<file path="config.mk">
export PLATFORM = sky130hd
export DESIGN_NAME = pedal_rolling_average
export DESIGN_NICKNAME = d
export VERILOG_FILES = /design/src/rtl/core/pra_pkg.sv /design/src/rtl/core/pra_window.sv /design/src/rtl/core/pra_div.sv /design/src/rtl/core/pedal_rolling_average.sv
export SDC_FILE = /design/constraint.sdc
export NUM_CORES = 1
export LEC_CHECK = 0
export ABC_AREA = 1
export BUFFER_PORTS_ARGS = -buffer_cell sky130_fd_sc_hd__buf_2
export CAP_MARGIN = 5
export CORE_ASPECT_RATIO = 1.25
export CORE_UTILIZATION = 60
export CTS_BUF_LIST = sky130_fd_sc_hd__clkbuf_16
export DETAILED_ROUTE_END_ITERATION = 6
export PLACE_DENSITY_LB_ADDON = 0.12
export SLEW_MARGIN = 20
export SYNTH_ARGS = -nofsm -noshare
export SYNTH_HDL_FRONTEND = slang
export SYNTH_HIERARCHICAL = 1
export SYNTH_SLANG_ARGS = --single-unit
</file>
<file path="constraint.sdc">
create_clock -name clk -period 6.43 [get_ports clk]
set_input_delay 0.9645 -clock clk [delete_from_list [all_inputs] [get_ports clk]]
set_output_delay 0.9645 -clock clk [all_outputs]
set_load 0.02 [all_outputs]
</file>
<file path="src/rtl/core/pra_pkg.sv">
// Shared types and constants for the pedal rolling-average filter.
package pra_pkg;

    localparam int SAMPLE_W      = 10;
    localparam int RUN_W         = 8;
    localparam int LOW_RUN_LIMIT = 4;

    typedef logic [SAMPLE_W-1:0] sample_t;
    typedef logic [RUN_W-1:0]    run_t;

    localparam run_t RUN_MAX = '1;

    typedef struct packed {
        logic    load;
        sample_t sample;
    } pra_win_ctrl_t;

endpackage

</file>
<file path="src/rtl/core/pra_window.sv">
// Sample window: shift line of recent samples, running sum and low-run refill.
module pra_window #(
    parameter int  WINDOW_LEN = 8,
    localparam int SUM_W      = pra_pkg::SAMPLE_W + $clog2(WINDOW_LEN)
) (
    input  logic                  clk,
    input  logic                  rst_n,
    input  pra_pkg::pra_win_ctrl_t ctrl,
    input  pra_pkg::sample_t      floor_val,
    output logic [SUM_W-1:0]      sum_pre
);
    import pra_pkg::*;

    sample_t          ring_reg  [WINDOW_LEN];
    sample_t          ring_next [WINDOW_LEN];
    logic [SUM_W-1:0] sum_reg;
    logic [SUM_W-1:0] sum_next;
    logic [SUM_W-1:0] sum_mid;
    logic [SUM_W-1:0] refill_sum;
    run_t             run_reg;
    run_t             run_next;
    run_t             run_inc;
    logic             is_low;
    logic             refill;

    // Oldest tap leaves, new sample enters; sum order does not matter.
    always_comb
    begin
        run_inc    = (run_reg == RUN_MAX) ? run_reg : run_reg + 1'b1;
        is_low     = (ctrl.sample <= floor_val);
        refill     = is_low && (run_inc >= RUN_W'(LOW_RUN_LIMIT));
        sum_mid    = sum_reg - SUM_W'(ring_reg[WINDOW_LEN-1]) + SUM_W'(ctrl.sample);
        refill_sum = SUM_W'(SUM_W'(floor_val) * SUM_W'(WINDOW_LEN));
        sum_pre    = sum_mid;
    end

    always_comb
    begin
        run_next = run_reg;
        sum_next = sum_reg;
        for (int i = 0; i < WINDOW_LEN; i++)
        begin
            ring_next[i] = ring_reg[i];
        end
        if (ctrl.load)
        begin
            run_next = is_low ? run_inc : '0;
            if (refill)
            begin
                sum_next = refill_sum;
                for (int i = 0; i < WINDOW_LEN; i++)
                begin
                    ring_next[i] = floor_val;
                end
            end
            else
            begin
                sum_next     = sum_mid;
                ring_next[0] = ctrl.sample;
                for (int i = 1; i < WINDOW_LEN; i++)
                begin
                    ring_next[i] = ring_reg[i-1];
                end
            end
        end
    end

    always_ff @(posedge clk or negedge rst_n)
    begin
        if (!rst_n)
        begin
            run_reg <= '0;
            sum_reg <= '0;
            for (int i = 0; i < WINDOW_LEN; i++)
            begin
                ring_reg[i] <= '0;
            end
        end
        else
        begin
            run_reg <= run_next;
            sum_reg <= sum_next;
            for (int i = 0; i < WINDOW_LEN; i++)
            begin
                ring_reg[i] <= ring_next[i];
            end
        end
    end

endmodule

</file>
<file path="src/rtl/core/pra_div.sv">
// Divide the window sum by the window length through a reciprocal multiply.
module pra_div #(
    parameter int  WINDOW_LEN = 8,
    localparam int SUM_W      = pra_pkg::SAMPLE_W + $clog2(WINDOW_LEN)
) (
    input  logic [SUM_W-1:0] sum,
    output pra_pkg::sample_t quot
);
    import pra_pkg::*;

    localparam int SHIFT_L = $clog2(WINDOW_LEN);
    localparam int SHIFT_K = SUM_W + SHIFT_L;
    localparam int RECIP_W = SUM_W + 1;
    localparam int PROD_W  = SUM_W + RECIP_W;
    localparam longint unsigned RECIP_FULL =
        ((longint'(1) << SHIFT_K) + longint'(WINDOW_LEN) - 1) / longint'(WINDOW_LEN);
    localparam logic [RECIP_W-1:0] RECIP = RECIP_FULL[RECIP_W-1:0];

    logic [PROD_W-1:0] prod;

    // Reciprocal is rounded up; exact floor for every sum below 2**SUM_W.
    always_comb
    begin
        prod = PROD_W'(sum) * PROD_W'(RECIP);
        quot = prod[SHIFT_K +: SAMPLE_W];
    end

endmodule

</file>
<file path="src/rtl/core/pedal_rolling_average.sv">
// Top level of the pedal rolling-average filter.
//
// Input channel: one 10-bit pedal sample per beat (sample_valid / sample_stall).
// Output channel: one 10-bit throttle value per input beat, in order
// (throttle_valid / throttle_stall). Throttle is the floor of the mean of the
// last WINDOW_LEN samples, this one included, taken before any refill.
// Configuration: cfg_we writes cfg_wdata into the release floor; write it only
// while no beat is in flight.
// Throughput: one beat per cycle while the receiver does not stall; three register
// stages (input, running sum, output) each advance whenever the stage ahead is
// empty or moving, and a sample reaches throttle through them in that order.
// When the receiver stalls, the output holds its beat and the stages behind it
// keep filling; sample_stall rises only once all three hold a beat.
// A run of LOW_RUN_LIMIT samples at or below the floor refills the whole window
// with the floor, so the next beat averages over that floor-filled window.
// Reset clears the window, the running sum, the run counter, the floor and
// every stage's valid flag.
module pedal_rolling_average #(
    parameter int WINDOW_LEN = 8
) (
    input  logic             clk,
    input  logic             rst_n,
    input  logic             cfg_we,
    input  pra_pkg::sample_t cfg_wdata,
    input  logic             sample_valid,
    output logic             sample_stall,
    input  pra_pkg::sample_t sample,
    output logic             throttle_valid,
    input  logic             throttle_stall,
    output pra_pkg::sample_t throttle
);
    import pra_pkg::*;

    localparam int SUM_W = SAMPLE_W + $clog2(WINDOW_LEN);

    // Stage registers
    logic             s1_valid_reg, s1_valid_next;
    sample_t          s1_sample_reg, s1_sample_next;
    logic             s2_valid_reg, s2_valid_next;
    logic [SUM_W-1:0] s2_sum_reg, s2_sum_next;
    logic             s3_valid_reg, s3_valid_next;
    sample_t          s3_throttle_reg, s3_throttle_next;
    sample_t          floor_reg, floor_next;

    logic             adv1, adv2, adv3;
    pra_win_ctrl_t    win_ctrl;
    logic [SUM_W-1:0] sum_pre;
    sample_t          quot;

    // Each stage advances when the one ahead is empty or advancing.
    always_comb
    begin
        adv3 = !s3_valid_reg || !throttle_stall;
        adv2 = !s2_valid_reg || adv3;
        adv1 = !s1_valid_reg || adv2;
        sample_stall = !adv1;
    end

    // The window updates as the sample moves from stage 1 to stage 2.
    always_comb
    begin
        win_ctrl.load   = s1_valid_reg && adv2;
        win_ctrl.sample = s1_sample_reg;
    end

    pra_window #(
        .WINDOW_LEN (WINDOW_LEN)
    ) u_window (
        .clk       (clk),
        .rst_n     (rst_n),
        .ctrl      (win_ctrl),
        .floor_val (floor_reg),
        .sum_pre   (sum_pre)
    );

    pra_div #(
        .WINDOW_LEN (WINDOW_LEN)
    ) u_div (
        .sum  (s2_sum_reg),
        .quot (quot)
    );

    always_comb
    begin
        floor_next       = cfg_we ? cfg_wdata : floor_reg;
        s1_valid_next    = adv1 ? sample_valid : s1_valid_reg;
        s1_sample_next   = (adv1 && sample_valid) ? sample : s1_sample_reg;
        s2_valid_next    = adv2 ? s1_valid_reg : s2_valid_reg;
        s2_sum_next      = (adv2 && s1_valid_reg) ? sum_pre : s2_sum_reg;
        s3_valid_next    = adv3 ? s2_valid_reg : s3_valid_reg;
        s3_throttle_next = (adv3 && s2_valid_reg) ? quot : s3_throttle_reg;
    end

    // Control state
    always_ff @(posedge clk or negedge rst_n)
    begin
        if (!rst_n)
        begin
            floor_reg    <= '0;
            s1_valid_reg <= 1'b0;
            s2_valid_reg <= 1'b0;
            s3_valid_reg <= 1'b0;
        end
        else
        begin
            floor_reg    <= floor_next;
            s1_valid_reg <= s1_valid_next;
            s2_valid_reg <= s2_valid_next;
            s3_valid_reg <= s3_valid_next;
        end
    end

    // Payload: no reset needed
    always_ff @(posedge clk)
    begin
        s1_sample_reg   <= s1_sample_next;
        s2_sum_reg      <= s2_sum_next;
        s3_throttle_reg <= s3_throttle_next;
    end

    assign throttle_valid = s3_valid_reg;
    assign throttle       = s3_throttle_reg;

endmodule

</file>
==> run summary <==
STA puts the critical path data required time at 6.78 ns. The worst setup margin is 2.67 ns. The depth of the worst register-to-register path came out at 13.

The number of buffers added by the clock tree synthesis step came out at 17. Post-CTS timing repair inserted 0 buffers for setup. The maximum vdd drop is about 0.27 mV.

The overall routed net length is 15,300 um. Synthesis handed over a netlist of 959 instances. The root buffer cell chosen for the clock tree is sky130_fd_sc_hd__clkbuf_16. The standard cell core area came out at 12,300 um2.

The flow ran to the end, and the final reports show no timing, DRC or antenna violations. The instance count along the most critical hold path came out at 0. Overall power consumption after layout is estimated at 4510 uW.

The total overflow reported by the global router is 0. From synthesis to final layout, the design area changed by 8.82%. Yosys printed 6 warnings. The finished cells cover roughly 8300 um2. The row count came out at 45. The count of final setup violators is 0. The placed wire-length estimate is between 9000 and 10,000 um.

Buffers inserted to repair hold after CTS numbered 0. The CTS H-tree depth is 4. The worst hold path belongs to the class reg -> reg.

After detailed routing, the number of vias per cell comes to 5.09. The detailed router finished its first iteration with 453 violations. Of the cells placed in the final design, the portion with a size suffix greater than 1 is 9.25%. The via count of the first global-routing pass is between 5,000 and 6,000. The width of the die came out at between 100 and 150 um. The number of placed I/O pins is 37.

The power per standard cell area is 542 nW/um2. The number of inserted diodes came out at 0. Timing would allow up to 0.266 GHz. The first global-routing pass estimated 26,200 um of wire. The flip-flop count of the largest register, all copies and words added came out at 80. The initial utilization of the core area, before any placement, comes to 62.4%. The later pin in the worst-skew pair is clocked with a latency of 0.43 ns. The die boundary height is 128 um.

Global routing consumed, over all layers together, around a quarter of the routing resources. The number of vias in the routed layout is 5,842. The count of pins over their slew limit was 0. The pin count of the biggest net entering global routing came out at 94. The final critical-path required period came out at 3.76 ns. The worst-case headroom to the max-slew limit is 29.7%. In this run the static leakage power is 0.00473 uW.

STA classifies the critical path endpoint as a flop. Across the routed clock network, the largest skew measured is 0.00773 ns. Across the run, the number of max-cap violations was 0. The average wire per cell in the routed design came out at 13.3 um. The count of buffers inserted at the top-level ports came out at 36. The clock input transition at the sequential cells of the worst setup and hold paths came out at 0.06 ns. Setup repair after global routing left no endpoint under its margin. The DRC violations left came out at 0. The number of gates resized after CTS came out at 0. The clock passes through at most 2 buffers.

Including well taps, the total number of placed cells is 1,117. The CTS tree is yes. The die area came out at about 13,000 um2.

After detailed placement, the total cell area comes to 7790 um2. The layout net count came out at 1,031. The critical path is of the reg -> reg type. The clock net in this run drives a total of 144 sinks. The startpoint type of the worst setup path is a flop.

The number of hold violations in the final report came out at 0. In this run the worst path has a maximum fanout of 50. The weighted congestion reported at the end of routability-driven placement came out at between 0.8 and 0.9. The transition time at the pin with the least slew margin came out at 1.06 ns.

STA puts the critical path data arrival time at 4.11 ns. The final critical path takes up 58.5% of the cycle. The setup slack after placement is 2.72 ns. The number of nets in the synthesized netlist came out at about 1,000.

The total iterations of the first detailed-routing run is 6. The remaining antenna violation count after routing came out at 0. The mapped netlist covers 7660 um2. The total negative setup slack is 0 ns. The count of non-filler cells in the finished layout is 1,148. The post-synthesis average cell area came out at 7.99 um2. The initial antenna violation count came out at 0.
## cell type report
type                    instances  area, um2
clock buffers                  18        450
clock inverters                13       93.8
fillers                      1042       3940
inverters                      89        335
multi-input cells             679       3280
flip-flops and latches        144       3750
well taps                     164        205
repair buffers                 41        220
## report_power, final
| group | total [uW] | switching (uW) | internal (uW) |
|---|---|---|---|
| registers | 1550 | 191 | 1360 |
| logic | 2060 | 1320 | 739 |
| clock network | 912 | 369 | 543 |
| total | 4510 | 1880 | 2640 |
## metal layers
metal / vias up / part of all wire [%] / GRT usage [%]
li1: 2957 / - / -
met1: 2714 / 45 / 34.9
met2: 140 / 48 / 41.3
met3: 31 / 3.8 / 4.74
met4: 0 / 2.6 / 12.3
met5: - / 0 / 0
## worst max-delay path: stages, from the launching register on
cell and delay, ns:
sky130_fd_sc_hd__dfrtp_1 0.42, sky130_fd_sc_hd__ha_1 0.29, sky130_fd_sc_hd__nand2_4 0.11, sky130_fd_sc_hd__nor2_2 0.05
sky130_fd_sc_hd__nand2_4 0.09, sky130_fd_sc_hd__nand3_1 0.09, sky130_fd_sc_hd__nor2_1 0.13, sky130_fd_sc_hd__nand4_2 0.61
sky130_fd_sc_hd__nand2_2 0.92, sky130_fd_sc_hd__buf_4 0.56, sky130_fd_sc_hd__nand2_1 0.09, sky130_fd_sc_hd__nand2_1 0.08
sky130_fd_sc_hd__nand2_1 0.08, sky130_fd_sc_hd__nand2_1 0.12
## placed cells by master, fill, tap and decap left out, types with 4 or more instances in the layout
| cell type | instances |
|---|---|
| sky130_fd_sc_hd__nand4_1 | 7 |
| sky130_fd_sc_hd__clkinv_1 | 4 |
| sky130_fd_sc_hd__fa_1 | 10 |
| sky130_fd_sc_hd__dfrtp_1 | 114 |
| sky130_fd_sc_hd__nand3_4 | 10 |
| sky130_fd_sc_hd__clkbuf_16 | 18 |
| sky130_fd_sc_hd__nand2_1 | 522 |
| sky130_fd_sc_hd__o21ai_1 | 17 |
| sky130_fd_sc_hd__o21ai_0 | 7 |
| sky130_fd_sc_hd__ha_1 | 24 |
| sky130_fd_sc_hd__inv_1 | 86 |
| sky130_fd_sc_hd__xnor2_1 | 4 |
| sky130_fd_sc_hd__buf_4 | 6 |
| sky130_fd_sc_hd__a21oi_1 | 14 |
| sky130_fd_sc_hd__nand3_1 | 21 |
| sky130_fd_sc_hd__xor2_1 | 6 |
| sky130_fd_sc_hd__edfxtp_1 | 30 |
| sky130_fd_sc_hd__nor2_1 | 19 |
| sky130_fd_sc_hd__buf_2 | 35 |
## stage by stage
step | util (%) | hold WS [ns]
finish | 67.9 | 0.417
global route | 67.9 | 0.430
CTS | 67.9 | 0.418
detailed placement | 63.5 | 0.405
global placement | 63.5 | 0.400
floorplan | - | 0.449
## final timing paths
kind	slack (ns)	start	endpoint
hold reg to reg	0.42	s2_sum_reg[6]	throttle[3]
hold / removal	0.42	s2_sum_reg[6]	throttle[3]
max in group asynchronous	4.59	rst_n	u_window/ring_reg[70]
setup reg to reg	2.67	u_window/run_reg[0]	u_window/ring_reg[14]
min in group asynchronous	0.63	rst_n	u_window/ring_reg[41]
setup / recovery	2.67	u_window/run_reg[0]	u_window/ring_reg[14]
Power figures use the tool's default switching activity.
